**config.mk**
```make
export PLATFORM = sky130hd
export DESIGN_NAME = actr_ctrl
export DESIGN_NICKNAME = d
export VERILOG_FILES = /design/src/sv/actr_pkg.sv /design/src/sv/actr_ctrl.sv
export SDC_FILE = /design/constraint.sdc
export NUM_CORES = 1
export LEC_CHECK = 0
export ABC_CLOCK_PERIOD_IN_PS = 3900
export BUFFER_PORTS_ARGS = -buffer_cell sky130_fd_sc_hd__buf_2
export CAP_MARGIN = 30
export CORE_ASPECT_RATIO = 0.75
export CORE_MARGIN = 2
export CORE_UTILIZATION = 24
export DETAILED_ROUTE_END_ITERATION = 10
export PLACE_DENSITY_LB_ADDON = 0.12
export SYNTH_ARGS = -nofsm -noshare
export SYNTH_HDL_FRONTEND = slang
export SYNTH_SLANG_ARGS = --single-unit
```
**constraint.sdc**
```tcl
create_clock -name clk -period 3.9 [get_ports clk]
set_input_delay 0.975 -clock clk [delete_from_list [all_inputs] [get_ports clk]]
set_output_delay 0.975 -clock clk [all_outputs]
set_load 0.02 [all_outputs]
```
**src/sv/actr_pkg.sv**
```systemverilog
package actr_pkg;

	localparam logic [31:0] GEN_MULT = 32'h6C078965;
	localparam int          RK_WORDS = 44;
	localparam int          RK_ROWS  = RK_WORDS / 4;

	typedef enum logic [3:0] {
		ST_IDLE,
		ST_SEED,
		ST_ROLL,
		ST_EMIT,
		ST_EXPAND,
		ST_RK_RD,
		ST_ROUND,
		ST_OUT
	} state_t;

	typedef enum logic [1:0] {
		CFG_KEY_SEED,
		CFG_KEY_ROLLS,
		CFG_CTR_SEED,
		CFG_CTR_ROLLS
	} cfg_idx_t;

	typedef struct packed {
		logic       load;
		logic       derive;
		logic       gen_seed;
		logic       gen_draw;
		logic       gen_emit;
		logic       gen_clr;
		logic       exp_step;
		logic       rk_rd;
		logic [3:0] rk_round;
		logic       round;
		logic       finish;
		logic       take_out;
	} cmd_t;

	typedef struct packed {
		logic       need_derive;
		logic [4:0] gen_cnt;
		logic [5:0] exp_idx;
		logic       out_busy;
	} sts_t;

	function automatic logic [7:0] sbox(input logic [7:0] x);
		logic [7:0] t [256];
		t = '{
		8'h63,8'h7c,8'h77,8'h7b,8'hf2,8'h6b,8'h6f,8'hc5,8'h30,8'h01,8'h67,8'h2b,8'hfe,8'hd7,8'hab,8'h76,
		8'hca,8'h82,8'hc9,8'h7d,8'hfa,8'h59,8'h47,8'hf0,8'had,8'hd4,8'ha2,8'haf,8'h9c,8'ha4,8'h72,8'hc0,
		8'hb7,8'hfd,8'h93,8'h26,8'h36,8'h3f,8'hf7,8'hcc,8'h34,8'ha5,8'he5,8'hf1,8'h71,8'hd8,8'h31,8'h15,
		8'h04,8'hc7,8'h23,8'hc3,8'h18,8'h96,8'h05,8'h9a,8'h07,8'h12,8'h80,8'he2,8'heb,8'h27,8'hb2,8'h75,
		8'h09,8'h83,8'h2c,8'h1a,8'h1b,8'h6e,8'h5a,8'ha0,8'h52,8'h3b,8'hd6,8'hb3,8'h29,8'he3,8'h2f,8'h84,
		8'h53,8'hd1,8'h00,8'hed,8'h20,8'hfc,8'hb1,8'h5b,8'h6a,8'hcb,8'hbe,8'h39,8'h4a,8'h4c,8'h58,8'hcf,
		8'hd0,8'hef,8'haa,8'hfb,8'h43,8'h4d,8'h33,8'h85,8'h45,8'hf9,8'h02,8'h7f,8'h50,8'h3c,8'h9f,8'ha8,
		8'h51,8'ha3,8'h40,8'h8f,8'h92,8'h9d,8'h38,8'hf5,8'hbc,8'hb6,8'hda,8'h21,8'h10,8'hff,8'hf3,8'hd2,
		8'hcd,8'h0c,8'h13,8'hec,8'h5f,8'h97,8'h44,8'h17,8'hc4,8'ha7,8'h7e,8'h3d,8'h64,8'h5d,8'h19,8'h73,
		8'h60,8'h81,8'h4f,8'hdc,8'h22,8'h2a,8'h90,8'h88,8'h46,8'hee,8'hb8,8'h14,8'hde,8'h5e,8'h0b,8'hdb,
		8'he0,8'h32,8'h3a,8'h0a,8'h49,8'h06,8'h24,8'h5c,8'hc2,8'hd3,8'hac,8'h62,8'h91,8'h95,8'he4,8'h79,
		8'he7,8'hc8,8'h37,8'h6d,8'h8d,8'hd5,8'h4e,8'ha9,8'h6c,8'h56,8'hf4,8'hea,8'h65,8'h7a,8'hae,8'h08,
		8'hba,8'h78,8'h25,8'h2e,8'h1c,8'ha6,8'hb4,8'hc6,8'he8,8'hdd,8'h74,8'h1f,8'h4b,8'hbd,8'h8b,8'h8a,
		8'h70,8'h3e,8'hb5,8'h66,8'h48,8'h03,8'hf6,8'h0e,8'h61,8'h35,8'h57,8'hb9,8'h86,8'hc1,8'h1d,8'h9e,
		8'he1,8'hf8,8'h98,8'h11,8'h69,8'hd9,8'h8e,8'h94,8'h9b,8'h1e,8'h87,8'he9,8'hce,8'h55,8'h28,8'hdf,
		8'h8c,8'ha1,8'h89,8'h0d,8'hbf,8'he6,8'h42,8'h68,8'h41,8'h99,8'h2d,8'h0f,8'hb0,8'h54,8'hbb,8'h16};
		return t[x];
	endfunction

	function automatic logic [7:0] rcon(input logic [3:0] i);
		unique case (i)
			4'd0: return 8'h01;
			4'd1: return 8'h02;
			4'd2: return 8'h04;
			4'd3: return 8'h08;
			4'd4: return 8'h10;
			4'd5: return 8'h20;
			4'd6: return 8'h40;
			4'd7: return 8'h80;
			4'd8: return 8'h1b;
			4'd9: return 8'h36;
			default: return 8'h00;
		endcase
	endfunction

	function automatic logic [7:0] xt(input logic [7:0] x);
		return {x[6:0], 1'b0} ^ (x[7] ? 8'h1b : 8'h00);
	endfunction

endpackage

```
**src/sv/actr_ctrl.sv**
```systemverilog
module actr_ctrl
	import actr_pkg::*;
(
	input  logic clk,
	input  logic arst_n,
	input  logic in_valid,
	input  logic in_restart,
	output logic in_ready,
	input  logic out_ready,
	input  logic [3:0] key_rolls,
	input  logic [3:0] ctr_rolls,
	input  sts_t sts,
	output cmd_t cmd
);

	state_t state_q, state_nx;
	logic   gen_sel_q, gen_sel_nx;
	logic [3:0] rnd_q, rnd_nx;

	always_ff @(posedge clk or negedge arst_n) begin
		if (!arst_n) begin
			state_q   <= ST_IDLE;
			gen_sel_q <= 1'b0;
			rnd_q     <= '0;
		end else begin
			state_q   <= state_nx;
			gen_sel_q <= gen_sel_nx;
			rnd_q     <= rnd_nx;
		end
	end

	logic [4:0] draws;
	assign draws = {(gen_sel_q ? ctr_rolls : key_rolls), 1'b1};

	always_comb begin
		state_nx   = state_q;
		gen_sel_nx = gen_sel_q;
		rnd_nx     = rnd_q;
		cmd        = '0;
		in_ready   = 1'b0;
		cmd.take_out = out_ready;
		cmd.derive   = gen_sel_q;
		cmd.rk_round = rnd_q;
		unique case (state_q)
			ST_IDLE: begin
				in_ready = 1'b1;
				if (in_valid) begin
					cmd.load    = 1'b1;
					cmd.gen_clr = 1'b1;
					gen_sel_nx  = 1'b0;
					rnd_nx      = '0;
					state_nx    = (in_restart || sts.need_derive) ? ST_SEED : ST_RK_RD;
				end
			end
			// one seed word per cycle
			ST_SEED: begin
				cmd.gen_seed = 1'b1;
				if (sts.gen_cnt == 5'd3) begin
					cmd.gen_clr = 1'b1;
					state_nx    = ST_ROLL;
				end
			end
			ST_ROLL: begin
				cmd.gen_draw = 1'b1;
				if (sts.gen_cnt == draws) begin
					cmd.gen_clr = 1'b1;
					state_nx    = ST_EMIT;
				end
			end
			ST_EMIT: begin
				cmd.gen_emit = 1'b1;
				if (sts.gen_cnt == 5'd15) begin
					cmd.gen_clr = 1'b1;
					if (gen_sel_q) state_nx = ST_EXPAND;
					else begin
						gen_sel_nx = 1'b1;
						state_nx   = ST_SEED;
					end
				end
			end
			ST_EXPAND: begin
				cmd.exp_step = 1'b1;
				if (sts.exp_idx == 6'(RK_WORDS - 1)) state_nx = ST_RK_RD;
			end
			ST_RK_RD: begin
				cmd.rk_rd = 1'b1;
				state_nx  = ST_ROUND;
			end
			ST_ROUND: begin
				cmd.round = 1'b1;
				cmd.rk_rd = (rnd_q != 4'd10);
				cmd.rk_round = rnd_q + 4'd1;
				rnd_nx = rnd_q + 4'd1;
				if (rnd_q == 4'd10) state_nx = ST_OUT;
			end
			ST_OUT: begin
				if (!sts.out_busy || out_ready) begin
					cmd.finish = 1'b1;
					state_nx   = ST_IDLE;
				end
			end
			default: state_nx = ST_IDLE;
		endcase
	end

	assert property (@(posedge clk) disable iff (!arst_n)
		cmd.finish |=> state_q == ST_IDLE)
		else $error("finish did not return to idle");
	assert property (@(posedge clk) disable iff (!arst_n)
		(state_q == ST_ROUND) |-> rnd_q <= 4'd10)
		else $error("round count overrun");
	assert property (@(posedge clk) disable iff (!arst_n)
		(state_q == ST_EXPAND && state_nx == ST_RK_RD) |-> gen_sel_q)
		else $error("expand before counter derived");

endmodule

```
==> results by group <==
Status
  • Status: completed

Pwr
  • Pwr dens: about 660 nW/µm²
  • Combinational fraction of design power: 56.9%
  • Clock network power share: 14.6%
  • VDD IR max: around 0.00018 V
  • P_int: between 300 and 400 µW
  • Pwr Total: a little under 700 µW
  • Sequential Power Share: between 20% and 30%
  • Switching share of power: roughly 50%
  • Switch Pwr: 344 µW
  • Static Leak: between 0.5 and 0.6 nW

Timing
  • Setup_tns: 0 ns
  • Max transition margin: 72.0%
  • Final Skew: roughly 0.0052 ns
  • Worst slew pin tran: roughly 0.42 ns
  • Final setup vio count: 0
  • Hold_ws: between 0.5 and 0.6 ns
  • Hold Violations, Final: 0
  • Fmax: approximately 320 MHz
  • Period utilisation layout: roughly four fifths
  • Unrepaired setup endpoints after global routing: false
  • Min Tclk post-route: 3.16 ns
  • Final Max Slew Viols: 0

Route
  • DR vias/cell: roughly 4.6
  • Final ANT Viol Nets: 0
  • Drt pass-1 iters: 4
  • DRT iter0 DRCs: 22
  • Via count: around 810
  • WL final: 2040 µm
  • DR DRC count: 0
  • DR WL/cell: roughly 11 µm

Yosys
  • XOR/XNOR Fraction of Synth Area: under 10%
  • Syn nets: roughly 130
  • Mean post-synth cell area: 7.95 µm²
  • Post-synthesis compound-gate area fraction: 15.4%
  • Register bit total from synthesis: 8
  • Main combinational cell family by area after synthesis: simple AND/OR/NAND/NOR gates
  • Sequential share of the synthesized area: 25.2%
  • Post-synthesis simple-gate area fraction: 27.2%
  • Count of cell types in the netlist: 32
  • Synth warnings: 0
  • Post-synthesis cell area: 795 µm²
  • Synthesized instance count: 100
  • Adder and majority gate portion of the synthesized area: around 4.7%
  • Mux share of post-synthesis cell area: 12.1%

Placement
  • RD Place Congestion: slightly below 0.8
  • # port buffers: between 40 and 50
  • Post-DP HPWL: between 1500 and 2000 µm
  • Area after DPL: between 1000 and 1500 µm²

Global routing
  • Overflow after GRT: 0
  • Largest net degree at the start of global routing: 16
  • First-pass GRT wire length: roughly 3300 µm
  • Initial antenna violation count: 0
  • All-Layer GR Usage: between 10% and 20%
  • Vias in the first global route: slightly above 700

Clock tree
  • Hold-fix buffers, CTS: 0
  • Clk Tree Root Cell: clkbuf_8
  • CTS clk-pin slew, worst paths: 0.04 ns
  • Setup bufs post-CTS: 0
  • Max clock buf depth: 2
  • H-Tree Depth: 1
  • CTS tree: done
  • CTS buffer count: 3
  • CTS resizes: 0
  • TritonCTS Sinks: 8
  • Worst skew pair latency: about 0.23 ns

Floorplan
  • Core area: around 3200 µm²
  • Initial core utilization: 24.7%
  • IO Pins: 42
  • Chip height: approximately 54 µm
  • Row Count: 18
  • Die extent in x: about 70 µm
  • Total die area: approximately 3800 µm²

Worst setup path
  • Crit Path Max Fanout: 2
  • Critical Path Start Type: input port
  • Reg2reg start: state_q[1]
  • Max stage delay cell, worst path: mux2_2
  • Worst reg2reg path depth: 5
  • Reg2reg end: rnd_q[0]
  • CP cell instances: buf_2 -> mux2i_1 -> mux2_2 -> nor4_2 -> mux2i_1 -> a21oi_1 -> buf_2
  • CP required: around 3 ns
  • CP Data Arrival Time: approximately 2.2 ns
  • CP Class: in2out
  • CP peak stage delay: around 0.36 ns
  • CP Capture Type: primary output
  • Reg2Reg Setup Slack: between 2 and 2.5 ns

Final layout
  • Most frequent cells in the layout: 41 x buf_2, 12 x nor2_1, 10 x o21ai_0
  • Commonest non-fill, non-tap cell in the layout: buf_2
  • Final Util: around 32%
  • Ant diodes: 0
  • Fin nets: ~170
  • Layout area overhead: 31.5%
  • Design area: 1040 µm²
  • Share of cells above drive strength 1: between 30% and 40%

Job
  • Max Cap Violations: 0

Hold path
  • Worst hold path type: in2async
critical path: cells and delay by family:
family,cells,cell delay [ns]
muxes,3,0.61
and+or+nand+nor,1,0.19
AOI/OAI and AO/OA,1,0.14
buffers and inverters,2,0.26
synthesized netlist by cell type (all sizes together):
library cell / instances / area, µm²
a21boi: 2 / 15.0
a21oi: 3 / 15.0
a32oi: 1 / 8.76
and2: 2 / 12.5
buf: 5 / 38.8
clkbuf: 2 / 7.51
dfrtp: 8 / 200
ha: 3 / 37.5
inv: 6 / 22.5
mux2: 3 / 33.8
mux2i: 5 / 62.6
nand2: 9 / 33.8
nand2b: 4 / 25.0
nand3: 3 / 15.0
nand3b: 1 / 7.51
nand4: 1 / 6.26
nand4b: 1 / 8.76
nand4bb: 1 / 11.3
nor2: 12 / 45.0
nor2b: 1 / 6.26
nor3: 5 / 25.0
nor3b: 1 / 7.51
nor4: 1 / 12.5
o21ai: 10 / 50.1
o21ba: 1 / 10.0
o311ai: 1 / 8.76
o31ai: 2 / 15.0
xnor2: 4 / 35.0
xor2: 2 / 17.5
how the worst max path moves through the flow:
stage / start / to / slack, ns / cells past startpoint
after floorplan: ctr_rolls[2] / cmd[9] / 0.83 / 5
after global placement: ctr_rolls[2] / cmd[9] / 0.78 / 7
after CTS: ctr_rolls[2] / cmd[9] / 0.72 / 7
after detailed placement: ctr_rolls[2] / cmd[9] / 0.72 / 7
final: ctr_rolls[2] / cmd[9] / 0.74 / 7
after global routing: ctr_rolls[2] / cmd[9] / 0.63 / 7
power groups by stage:
stage	logic (mW)	registers (mW)	clock network, mW
2_1_floorplan	0.345	0.144	0
3_3_place_gp	0.397	0.199	0
3_5_place_dp	0.396	0.199	0
4_1_cts	0.398	0.198	0.103
5_1_grt	0.441	0.209	0.108
6_report	0.392	0.196	0.101
layout make-up:
| cell class | instances | area (µm²) |
|---|---|---|
| Inverter | 6 | 22.5 |
| Sequential cell | 8 | 200 |
| Multi-Input combinational cell | 79 | 526 |
| Tap cell | 40 | 50.0 |
| Clock buffer | 3 | 41.3 |
| Fill cell | 348 | 2180 |
| Timing Repair Buffer | 41 | 205 |
state kept, by name, summed over array words and instances (netlist names):
name,count
rnd_q,4
state_q,3
gen_sel_q,1
logic make-up (layout without fill, tap and decap cells):
logic type	after synthesis	in the layout
AOI/OAI and AO/OA	20	20
DFF	8	8
muxes	8	8
adders and majority gates	3	3
and+or+nand+nor	42	42
xor gates and xnor gates	6	6
buffers and inverters	13	50
per-layer routing:
metal,share of wire (%),track usage [%],routed length (µm)
met1,50,15.4,1030
met2,40,16.5,809
met3,7.5,3.75,152
met4,2.3,6.41,46
met5,0,0,0
per-stage QoR:
stage / instances / worst slack, ns
global route: 177 / 0.626
floorplan: 100 / 0.829
detailed placement: 174 / 0.721
finish: 177 / 0.742
global placement: 174 / 0.777
CTS: 177 / 0.718
No activity file was read; power rests on OpenSTA's default activity.
